### src/color_blob_bounding_box_macros.svh
`ifndef COLOR_BLOB_BOUNDING_BOX_MACROS_SVH
`define COLOR_BLOB_BOUNDING_BOX_MACROS_SVH

// same-cycle implication on the block clock
`define CBB_ASSERT_NOW(label, ante, cons, msg) \
  label: assert property (@(posedge clk) disable iff (rst) (ante) |-> (cons)) \
    else $error(msg);

// next-cycle implication on the block clock
`define CBB_ASSERT_NEXT(label, ante, cons, msg) \
  label: assert property (@(posedge clk) disable iff (rst) (ante) |=> (cons)) \
    else $error(msg);

`endif

### src/cbb_pkg.sv
package cbb_pkg;

  localparam int unsigned MAX_DIM_DEF = 4096;

  localparam int unsigned PIX_W   = 8;
  localparam int unsigned LIM_W   = 9;
  localparam int unsigned LSQ_W   = 2 * LIM_W;
  localparam int unsigned DIST_W  = 18;
  localparam int unsigned CFG_W   = 13;
  localparam int unsigned DIM_W   = 13;
  localparam int unsigned IDX_W   = 3;
  localparam int unsigned EDGE_W  = 16;
  localparam int unsigned BOX_W   = 12;
  localparam int unsigned SCALE_W = 8;

  localparam int unsigned IN_TDATA_W  = 24;
  localparam int unsigned OUT_TDATA_W = 72;

  localparam int unsigned Q_DEPTH = 4;
  localparam int unsigned Q_AW    = 2;
  localparam int unsigned Q_CNT_W = 3;

  localparam logic [IDX_W-1:0] REG_TARGET_RED     = 3'd0;
  localparam logic [IDX_W-1:0] REG_TARGET_GREEN   = 3'd1;
  localparam logic [IDX_W-1:0] REG_TARGET_BLUE    = 3'd2;
  localparam logic [IDX_W-1:0] REG_DISTANCE_LIMIT = 3'd3;
  localparam logic [IDX_W-1:0] REG_FRAME_WIDTH    = 3'd4;
  localparam logic [IDX_W-1:0] REG_FRAME_HEIGHT   = 3'd5;

  typedef struct packed {
    logic [PIX_W-1:0] target_red;
    logic [PIX_W-1:0] target_green;
    logic [PIX_W-1:0] target_blue;
    logic [LSQ_W-1:0] limit_sq;
    logic [DIM_W-1:0] width;
    logic [DIM_W-1:0] height;
  } cfg_t;

  typedef struct packed {
    logic              found;
    logic [EDGE_W-1:0] left;
    logic [EDGE_W-1:0] right;
    logic [EDGE_W-1:0] top;
    logic [EDGE_W-1:0] bottom;
    logic [DIM_W-1:0]  width;
    logic [DIM_W-1:0]  height;
  } frame_rec_t;

  typedef struct packed {
    logic [Q_CNT_W-1:0] count;
    logic               empty;
    logic               full;
  } q_status_t;

endpackage

### src/cbb_front.sv
module cbb_front #(
  parameter int unsigned MAX_DIM = cbb_pkg::MAX_DIM_DEF
) (
  input  logic                       clk,
  input  logic                       rst,
  input  cbb_pkg::cfg_t              cfg,
  input  logic                       in_valid,
  output logic                       in_ready,
  input  logic [cbb_pkg::PIX_W-1:0]  red,
  input  logic [cbb_pkg::PIX_W-1:0]  green,
  input  logic [cbb_pkg::PIX_W-1:0]  blue,
  input  cbb_pkg::q_status_t         q_stat,
  output logic                       push,
  output cbb_pkg::frame_rec_t        rec
);
  import cbb_pkg::*;

  localparam int unsigned CW    = $clog2(MAX_DIM);
  localparam int unsigned CMP_W = ((CW > DIM_W) ? CW : DIM_W) + 1;

  logic [CW-1:0] col, row;
  logic [CW-1:0] left, right, top, bottom;
  logic          any_hit;

  logic              a_valid, a_last, a_color_ok;
  logic [DIST_W-1:0] a_dist2;
  logic [CW-1:0]     a_col, a_row;

  logic              accept;
  logic [Q_CNT_W-1:0] occ;
  logic [CMP_W-1:0]  col_inc, row_inc;
  logic              end_col, end_row;
  logic [PIX_W-1:0]  d_r, d_g, d_b;
  logic [2*PIX_W-1:0] sq_r, sq_g, sq_b;
  logic [DIST_W-1:0] dist2;
  logic              color_ok, hit;
  logic [CW-1:0]     left_next, right_next, top_next, bottom_next;
  logic              any_hit_next;

  // room for this beat and any frame end already in flight
  assign occ      = q_stat.count + Q_CNT_W'(a_valid && a_last);
  assign in_ready = occ < Q_CNT_W'(Q_DEPTH);
  assign accept   = in_valid && in_ready;

  assign col_inc = CMP_W'(col) + CMP_W'(1);
  assign row_inc = CMP_W'(row) + CMP_W'(1);
  assign end_col = col_inc >= CMP_W'(cfg.width);
  assign end_row = row_inc >= CMP_W'(cfg.height);

  assign d_r  = (red > cfg.target_red) ? red - cfg.target_red : cfg.target_red - red;
  assign d_g  = (green > cfg.target_green) ? green - cfg.target_green
                                           : cfg.target_green - green;
  assign d_b  = (blue > cfg.target_blue) ? blue - cfg.target_blue : cfg.target_blue - blue;
  assign sq_r = d_r * d_r;
  assign sq_g = d_g * d_g;
  assign sq_b = d_b * d_b;
  assign dist2 = DIST_W'(sq_r) + DIST_W'(sq_g) + DIST_W'(sq_b);
  assign color_ok = ({1'b0, blue} > {green, 1'b0}) && ({1'b0, blue} > {red, 1'b0});

  assign hit = a_valid && a_color_ok && (DIST_W'(cfg.limit_sq) > a_dist2);

  always_comb begin
    any_hit_next = any_hit || hit;
    left_next    = left;
    right_next   = right;
    top_next     = top;
    bottom_next  = bottom;
    if (hit && !any_hit) begin
      left_next   = a_col;
      right_next  = a_col;
      top_next    = a_row;
      bottom_next = a_row;
    end else if (hit) begin
      if (a_col < left)   left_next   = a_col;
      if (a_col > right)  right_next  = a_col;
      if (a_row < top)    top_next    = a_row;
      if (a_row > bottom) bottom_next = a_row;
    end
  end

  assign push       = a_valid && a_last;
  assign rec.found  = any_hit_next;
  assign rec.left   = EDGE_W'(left_next);
  assign rec.right  = EDGE_W'(right_next);
  assign rec.top    = EDGE_W'(top_next);
  assign rec.bottom = EDGE_W'(bottom_next);
  assign rec.width  = cfg.width;
  assign rec.height = cfg.height;

  always_ff @(posedge clk) begin
    if (rst) begin
      col     <= '0;
      row     <= '0;
      a_valid <= 1'b0;
    end else begin
      a_valid <= accept;
      if (accept) begin
        if (end_col) begin
          col <= '0;
          row <= end_row ? '0 : row_inc[CW-1:0];
        end else begin
          col <= col_inc[CW-1:0];
        end
      end
    end
  end

  always_ff @(posedge clk) begin
    if (accept) begin
      a_dist2    <= dist2;
      a_color_ok <= color_ok;
      a_col      <= col;
      a_row      <= row;
      a_last     <= end_col && end_row;
    end
  end

  always_ff @(posedge clk) begin
    if (rst) begin
      any_hit <= 1'b0;
      left    <= '0;
      right   <= '0;
      top     <= '0;
      bottom  <= '0;
    end else if (push) begin
      any_hit <= 1'b0;
      left    <= '0;
      right   <= '0;
      top     <= '0;
      bottom  <= '0;
    end else begin
      any_hit <= any_hit_next;
      left    <= left_next;
      right   <= right_next;
      top     <= top_next;
      bottom  <= bottom_next;
    end
  end

endmodule

### src/cbb_queue.sv
module cbb_queue (
  input  logic                clk,
  input  logic                rst,
  input  logic                push,
  input  cbb_pkg::frame_rec_t din,
  input  logic                pop,
  output cbb_pkg::frame_rec_t dout,
  output cbb_pkg::q_status_t  stat
);
  import cbb_pkg::*;

  frame_rec_t         slots [Q_DEPTH];
  logic [Q_AW-1:0]    wr_ptr, rd_ptr;
  logic [Q_CNT_W-1:0] count;

  assign dout       = slots[rd_ptr];
  assign stat.count = count;
  assign stat.empty = count == '0;
  assign stat.full  = count == Q_CNT_W'(Q_DEPTH);

  always_ff @(posedge clk) begin
    if (push) begin
      slots[wr_ptr] <= din;
    end
  end

  always_ff @(posedge clk) begin
    if (rst) begin
      wr_ptr <= '0;
      rd_ptr <= '0;
      count  <= '0;
    end else begin
      if (push) wr_ptr <= wr_ptr + Q_AW'(1);
      if (pop)  rd_ptr <= rd_ptr + Q_AW'(1);
      case ({push, pop})
        2'b10:   count <= count + Q_CNT_W'(1);
        2'b01:   count <= count - Q_CNT_W'(1);
        default: count <= count;
      endcase
    end
  end

endmodule

### src/cbb_back.sv
module cbb_back (
  input  logic                              clk,
  input  logic                              rst,
  input  cbb_pkg::frame_rec_t               q_dout,
  input  cbb_pkg::q_status_t                q_stat,
  output logic                              pop,
  output logic                              m_tvalid,
  input  logic                              m_tready,
  output logic [cbb_pkg::OUT_TDATA_W-1:0]   m_tdata
);
  import cbb_pkg::*;

  localparam int unsigned SUM_W = EDGE_W + 1;
  localparam int unsigned NUM_W = SUM_W + SCALE_W;
  localparam int unsigned DEN_W = DIM_W + 1;
  localparam int unsigned PAD_W = OUT_TDATA_W - (2 * SCALE_W + 1 + 4 * BOX_W);

  localparam logic [2:0] ST_IDLE = 3'd0;
  localparam logic [2:0] ST_LOAD = 3'd1;
  localparam logic [2:0] ST_SAT  = 3'd2;
  localparam logic [2:0] ST_DIV  = 3'd3;
  localparam logic [2:0] ST_OUT  = 3'd4;

  logic [2:0]         state;
  frame_rec_t         rec;
  logic               op_height;
  logic [NUM_W-1:0]   rem;
  logic [DEN_W-1:0]   den;
  logic [2:0]         step;
  logic [SCALE_W-1:0] quo, centre_q, height_q;

  logic [SUM_W-1:0]   sum;
  logic [DEN_W-1:0]   den_load;
  logic [NUM_W-1:0]   shifted, trial;
  logic               ge, fin;
  logic [SCALE_W-1:0] quo_next, fin_q;

  assign pop = (state == ST_IDLE) && !q_stat.empty;

  always_comb begin
    if (op_height) begin
      sum      = SUM_W'(rec.bottom) - SUM_W'(rec.top);
      den_load = DEN_W'(rec.height);
    end else begin
      sum      = SUM_W'(rec.left) + SUM_W'(rec.right);
      den_load = {rec.width, 1'b0};
    end
  end

  // restoring divide, one quotient bit per cycle
  assign shifted  = (state == ST_SAT) ? (NUM_W'(den) << SCALE_W) : (NUM_W'(den) << step);
  assign ge       = rem >= shifted;
  assign trial    = rem - shifted;
  assign quo_next = ge ? (quo | (SCALE_W'(1) << step)) : quo;

  always_comb begin
    fin   = 1'b0;
    fin_q = quo_next;
    case (state)
      ST_SAT: begin
        fin   = ge;
        fin_q = '1;
      end
      ST_DIV: begin
        fin = step == '0;
      end
      default: begin
        fin = 1'b0;
      end
    endcase
  end

  always_ff @(posedge clk) begin
    if (rst) begin
      state <= ST_IDLE;
    end else begin
      case (state)
        ST_IDLE: begin
          if (pop) state <= ST_LOAD;
        end
        ST_LOAD: begin
          state <= ST_SAT;
        end
        ST_SAT: begin
          if (fin) state <= op_height ? ST_OUT : ST_LOAD;
          else     state <= ST_DIV;
        end
        ST_DIV: begin
          if (fin) state <= op_height ? ST_OUT : ST_LOAD;
        end
        ST_OUT: begin
          if (!m_tvalid || m_tready) begin
            state <= ST_IDLE;
          end
        end
        default: begin
          state <= ST_IDLE;
        end
      endcase
    end
  end

  always_ff @(posedge clk) begin
    if (rst) begin
      m_tvalid <= 1'b0;
    end else if ((state == ST_OUT) && (!m_tvalid || m_tready)) begin
      m_tvalid <= 1'b1;
    end else if (m_tready) begin
      m_tvalid <= 1'b0;
    end
  end

  always_ff @(posedge clk) begin
    case (state)
      ST_IDLE: begin
        if (pop) begin
          rec       <= q_dout;
          op_height <= 1'b0;
        end
      end
      ST_LOAD: begin
        rem <= (NUM_W'(sum) << SCALE_W) - NUM_W'(sum);
        den <= den_load;
      end
      ST_SAT: begin
        step <= 3'(SCALE_W - 1);
        quo  <= '0;
        if (fin) begin
          if (op_height) height_q <= fin_q;
          else           centre_q <= fin_q;
          op_height <= 1'b1;
        end
      end
      ST_DIV: begin
        if (ge) rem <= trial;
        quo  <= quo_next;
        step <= step - 3'd1;
        if (fin) begin
          if (op_height) height_q <= fin_q;
          else           centre_q <= fin_q;
          op_height <= 1'b1;
        end
      end
      ST_OUT: begin
        if (!m_tvalid || m_tready) begin
          m_tdata <= {{PAD_W{1'b0}}, rec.bottom[BOX_W-1:0], rec.top[BOX_W-1:0],
                      rec.right[BOX_W-1:0], rec.left[BOX_W-1:0], rec.found,
                      height_q, centre_q};
        end
      end
      default: begin
        rem <= rem;
      end
    endcase
  end

endmodule

### src/color_blob_bounding_box.sv
// throughput: one pixel beat per cycle while the frame queue has room; each beat is
// registered with its colour test and distance, then updates the box registers
// result: scaled by the shared restoring divider (8 steps unless the quotient saturates,
// run once for centre and once for height); a four-entry frame queue decouples the
// pixel side, so frames shorter than the back end's per-frame work throttle input; rst
// (synchronous, active high) clears counters, box, queue and output; registers get defaults
`include "color_blob_bounding_box_macros.svh"

module color_blob_bounding_box #(
  parameter int unsigned MAX_DIM = cbb_pkg::MAX_DIM_DEF
) (
  input  logic                              clk,
  input  logic                              rst,
  input  logic                              s_tvalid,
  output logic                              s_tready,
  // red [7:0], green [15:8], blue [23:16]
  input  logic [cbb_pkg::IN_TDATA_W-1:0]    s_tdata,
  output logic                              m_tvalid,
  input  logic                              m_tready,
  // centre_scaled [7:0], height_scaled [15:8], found [16], box_left [28:17],
  // box_right [40:29], box_top [52:41], box_bottom [64:53], zero [71:65]
  output logic [cbb_pkg::OUT_TDATA_W-1:0]   m_tdata,
  input  logic                              cfg_wr_en,
  input  logic [cbb_pkg::IDX_W-1:0]         cfg_index,
  input  logic [cbb_pkg::CFG_W-1:0]         cfg_data
);
  import cbb_pkg::*;

  cfg_t       cfg;
  frame_rec_t push_rec, pop_rec;
  q_status_t  q_stat;
  logic       push, pop;
  logic [LIM_W-1:0] lim;

  logic             out_found;
  logic [BOX_W-1:0] out_left, out_right, out_top, out_bottom;

  function automatic logic [DIM_W-1:0] clamp_dim(input logic [CFG_W-1:0] v);
    logic [DIM_W-1:0] r;
    if (v == '0) begin
      r = DIM_W'(1);
    end else if (32'(v) > MAX_DIM) begin
      r = DIM_W'(MAX_DIM);
    end else begin
      r = DIM_W'(v);
    end
    return r;
  endfunction

  assign lim = cfg_data[LIM_W-1:0];

  always_ff @(posedge clk) begin
    if (rst) begin
      cfg.target_red   <= 8'd0;
      cfg.target_green <= 8'd60;
      cfg.target_blue  <= 8'd220;
      cfg.limit_sq     <= LSQ_W'(125 * 125);
      cfg.width        <= clamp_dim(CFG_W'(640));
      cfg.height       <= clamp_dim(CFG_W'(480));
    end else if (cfg_wr_en) begin
      case (cfg_index)
        REG_TARGET_RED:     cfg.target_red   <= cfg_data[PIX_W-1:0];
        REG_TARGET_GREEN:   cfg.target_green <= cfg_data[PIX_W-1:0];
        REG_TARGET_BLUE:    cfg.target_blue  <= cfg_data[PIX_W-1:0];
        REG_DISTANCE_LIMIT: cfg.limit_sq     <= lim * lim;
        REG_FRAME_WIDTH:    cfg.width        <= clamp_dim(cfg_data);
        REG_FRAME_HEIGHT:   cfg.height       <= clamp_dim(cfg_data);
        default:            cfg              <= cfg;
      endcase
    end
  end

  cbb_front #(
    .MAX_DIM (MAX_DIM)
  ) u_front (
    .clk      (clk),
    .rst      (rst),
    .cfg      (cfg),
    .in_valid (s_tvalid),
    .in_ready (s_tready),
    .red      (s_tdata[7:0]),
    .green    (s_tdata[15:8]),
    .blue     (s_tdata[23:16]),
    .q_stat   (q_stat),
    .push     (push),
    .rec      (push_rec)
  );

  cbb_queue u_queue (
    .clk  (clk),
    .rst  (rst),
    .push (push),
    .din  (push_rec),
    .pop  (pop),
    .dout (pop_rec),
    .stat (q_stat)
  );

  cbb_back u_back (
    .clk      (clk),
    .rst      (rst),
    .q_dout   (pop_rec),
    .q_stat   (q_stat),
    .pop      (pop),
    .m_tvalid (m_tvalid),
    .m_tready (m_tready),
    .m_tdata  (m_tdata)
  );

  assign out_found  = m_tdata[16];
  assign out_left   = m_tdata[28:17];
  assign out_right  = m_tdata[40:29];
  assign out_top    = m_tdata[52:41];
  assign out_bottom = m_tdata[64:53];

  `CBB_ASSERT_NOW(a_no_overflow, push, !q_stat.full, "frame queue overflow")
  `CBB_ASSERT_NOW(a_full_stalls, q_stat.full, !s_tready, "pixel taken with queue full")
  `CBB_ASSERT_NEXT(a_count_up, push && !pop, q_stat.count == $past(q_stat.count) + 1'b1, "queue count off")
  `CBB_ASSERT_NOW(a_empty_zero, m_tvalid && !out_found, m_tdata == '0, "empty frame not zero")
  `CBB_ASSERT_NOW(a_box_order, m_tvalid && out_found, (out_left <= out_right) && (out_top <= out_bottom), "box edges out of order")

endmodule

### config.mk
export PLATFORM = sky130hd
export DESIGN_NAME = color_blob_bounding_box
export DESIGN_NICKNAME = d
export VERILOG_FILES = /design/src/cbb_pkg.sv /design/src/cbb_front.sv /design/src/cbb_queue.sv /design/src/cbb_back.sv /design/src/color_blob_bounding_box.sv
export VERILOG_INCLUDE_DIRS = /design/src /design/src/src
export SDC_FILE = /design/constraint.sdc
export NUM_CORES = 2
export LEC_CHECK = 0
export BUFFER_PORTS_ARGS = -buffer_cell sky130_fd_sc_hd__buf_2
export CORE_MARGIN = 2
export CORE_UTILIZATION = 47
export DETAILED_ROUTE_END_ITERATION = 6
export SLEW_MARGIN = 5
export SYNTH_ARGS = -nofsm -noshare
export SYNTH_HDL_FRONTEND = slang
export SYNTH_SLANG_ARGS = --single-unit
### constraint.sdc
create_clock -name clk -period 18.6 [get_ports clk]
set_clock_uncertainty 0.05 [all_clocks]
set_input_delay 1.86 -clock clk [delete_from_list [all_inputs] [get_ports clk]]
set_output_delay 1.86 -clock clk [all_outputs]
set_load 0.01 [all_outputs]
==> results.md <==
- Core Area: 87000 um2
- Worst-path clk slew: 60 ps
- Hold-fix buffers, CTS: 0
- Hold Startpoint: u_back.height_q[6]
- DR DRC count: 0
- Routed vias: 26100
- Period Utilization, post-route: 68.6%
- Worst R2R Path Depth: 37
- Outcome: complete, no violations
- Die width: 301 um
- Clock Root Buffer: clkbuf_16
- Clk sinks: 703
- Slew headroom: 21.3%
- Routed WL per cell: 19.0 um
- Path type of the worst setup path: input pin to register
- Total clock buffers created by CTS: 75
- Skew-Pair Late Insertion Delay: 610 ps
- Worst hold path class: register to register
- Post-synth EDFFs: 551
- Netlist cell types: 95
- Leading register cell type out of synthesis: edfxtp_1
- Worst flop-to-flop path endpoint: u_front.a_dist2[17]
- Starting Density: 47.5%
- Mapped cell area: 41300 um2
- Layout Utilization: 52.3%
- Fraction of registers with async set/reset: 0%
- Syn Inst Count: 3511
- CP max stage delay: 910 ps
- Share of cells above drive strength 1: 12.1%
- Top-Level Pins: 119
- Reg2reg start: cfg[64]
- Die ar.: 90300 um2
- CP endpoint kind: register
- First-iteration detailed-routing DRC count: 1438
- TNS Setup: 0 ps
- Worst endpoint required time: 18900 ps
- Die Y-Extent: 301 um
- Tot GR Track Use: 20.8%
- Min cycle time layout: 12760 ps
- Unrepaired setup endpoints after global routing: false
- Clk buf depth: 3
- Hold endpoint: u_back.m_tdata[14]
- Initial antenna violation count: 1
- First-pass GRT wire length: 147 mm
- FF-to-FF setup slack: 6880 ps
- Endpoints failing setup: 0
- # Post-CTS Setup Buffers: 0
- Crit path DAT: 13060 ps
- Register bit total from synthesis: 703
- CP max FO: 15
- Vias in the first global route: 26400
- Hold path depth: 0
- H-tree level count: 3
- Sequential element share of the synthesized area: 47.4%
- Antenna diode count: 0
- Max Clk Rate: 78.4 MHz
- Largest net degree at the start of global routing: 68
- Post-Route WL: 92.0 mm
- Post-DP HPWL: 67.7 mm
- DR pass1 iterations: 5
- Max cap viols: 0
- Max Transition Viols Final: 0
- Commonest non-fill, non-tap cell in the layout: edfxtp_1
- Slowest stage cell, crit path: a21oi_1
- Final Hold Viols: 0
- P&R area growth vs syn: 10.0%
- Startpoint Class: input pin
- CTS tree: done
- Nets: 4165
- Synth warn: 0
- ANT nets after route: 0
- Syn avg cell area: 11.8 um2
- Most frequent CP cell: fa_1
- Routability cong.: 0.878
- Worst Tran Pin Value: 1180 ps
- Port Buf Inserts: 111
- Post-CTS sizing: 0
- GRT overflow: 0
- Drt via density: 5.39
- Most frequent cells in the layout: edfxtp_1, inv_1, ha_1
- Row count: 108
==> cells by family (layout without fill, tap and decap cells) <==
kind of cell | after synthesis | after routing | synth area share [%]
buf+inv | 559 | 719 | 5.19
compound gates | 562 | 562 | 8.93
xor+xnor | 131 | 131 | 2.78
other cells | 1 | 7 | 0.00907
simple gates | 860 | 860 | 10.4
mux | 193 | 193 | 7.24
fa+ha+maj | 502 | 502 | 18.1
flops | 703 | 703 | 47.4
==> routing by layer <==
layer,global-route usage (%),wire (um)
met1,26.7,39900
met5,0,0
met2,37.5,47100
met3,2.20,3140
met4,5.58,1840
==> worst max-delay path: cells and delay by family <==
kind                       cells  cell delay, ps
adders and majority gates     14            6100
AOI/OAI and AO/OA             11            2870
xor gates and xnor gates       3            1070
buffers and inverters          9             530
and+or+nand+nor                3             450
muxes                          1             170
==> final cells by class <==
class | instances | area (um2)
sequential | 703 | 19600
fill | 7676 | 41500
multi-input combinational | 2255 | 19700
timing repair buffer | 133 | 721
tap | 1155 | 1450
clock buffer | 106 | 2060
inverter | 450 | 1690
clock inverter | 30 | 282
==> how the worst max path moves through the flow <==
stage                          end  slack, ps       start  cells after the start
4_1_cts        u_front.a_dist2[17]       5840  s_tdata[0]                     41
3_5_place_dp   u_front.a_dist2[17]       5190  s_tdata[0]                     41
5_1_grt        u_front.a_dist2[17]       4880  s_tdata[0]                     41
3_3_place_gp   u_front.a_dist2[17]       5300  s_tdata[0]                     41
6_report       u_front.a_dist2[17]       5840  s_tdata[0]                     41
2_1_floorplan  u_front.a_dist2[17]       6630  s_tdata[0]                     42
==> synthesized netlist by cell type, types with 6 or more instances <==
master	number	share of area, %
a211o_1	9	0.19
a211oi_1	24	0.44
a21o_1	72	1.3
a21oi_1	184	2.2
a31oi_1	20	0.30
a32o_1	7	0.17
and2_1	54	0.82
and3_1	36	0.54
and4_1	7	0.15
buf_1	20	0.18
buf_2	17	0.21
buf_4	7	0.13
clkbuf_1	65	0.59
dfxtp_1	152	7.4
edfxtp_1	551	40
fa_1	161	7.8
ha_1	341	10
inv_1	448	4.1
mux2_2	77	2.1
mux2i_1	39	0.94
mux4_2	77	4.2
nand2_1	243	2.2
nand2b_1	45	0.68
nand3_1	55	0.67
nand3b_1	11	0.20
nand4_1	18	0.27
nor2_1	191	1.7
nor2b_1	93	1.4
nor3_1	36	0.44
nor3b_1	13	0.24
nor4_1	6	0.091
o211ai_1	30	0.54
o21a_1	19	0.35
o21ai_0	98	1.2
o21bai_1	11	0.20
o311a_1	7	0.17
o31ai_1	7	0.13
or2_2	14	0.21
or3_1	23	0.35
xnor2_1	77	1.6
xor2_1	54	1.1
==> stage by stage <==
| step | hold slack (ps) | area, um2 | setup WS, ps | instances |
|---|---|---|---|---|
| 2_1_floorplan | 350 | 41400 | 6630 | 3517 |
| 3_3_place_gp | 353 | 43100 | 5300 | 4696 |
| 3_5_place_dp | 358 | 43100 | 5190 | 4696 |
| 4_1_cts | 362 | 45500 | 5840 | 4832 |
| 5_1_grt | 376 | 45500 | 4880 | 4832 |
| 6_report | 361 | 45500 | 5840 | 4832 |
==> sequential cells by signal (all words and copies together), names as in the netlist, 8 cells and up <==
signal / cells
u_back.centre_q: 8
u_front.row: 12
u_back.m_tdata: 65
u_front.a_dist2: 18
u_front.a_row: 12
u_queue.slots: 300
u_front.top: 12
u_back.height_q: 8
u_front.a_col: 12
u_front.right: 12
u_back.rec: 75
u_back.den: 14
u_front.bottom: 12
u_front.left: 12
u_back.quo: 8
u_back.rem: 25
cfg: 67
u_front.col: 12
Power is left out: the tool's default activity adds up to more than one toggle a clock period on the data nets, which glitch-free logic cannot reach.
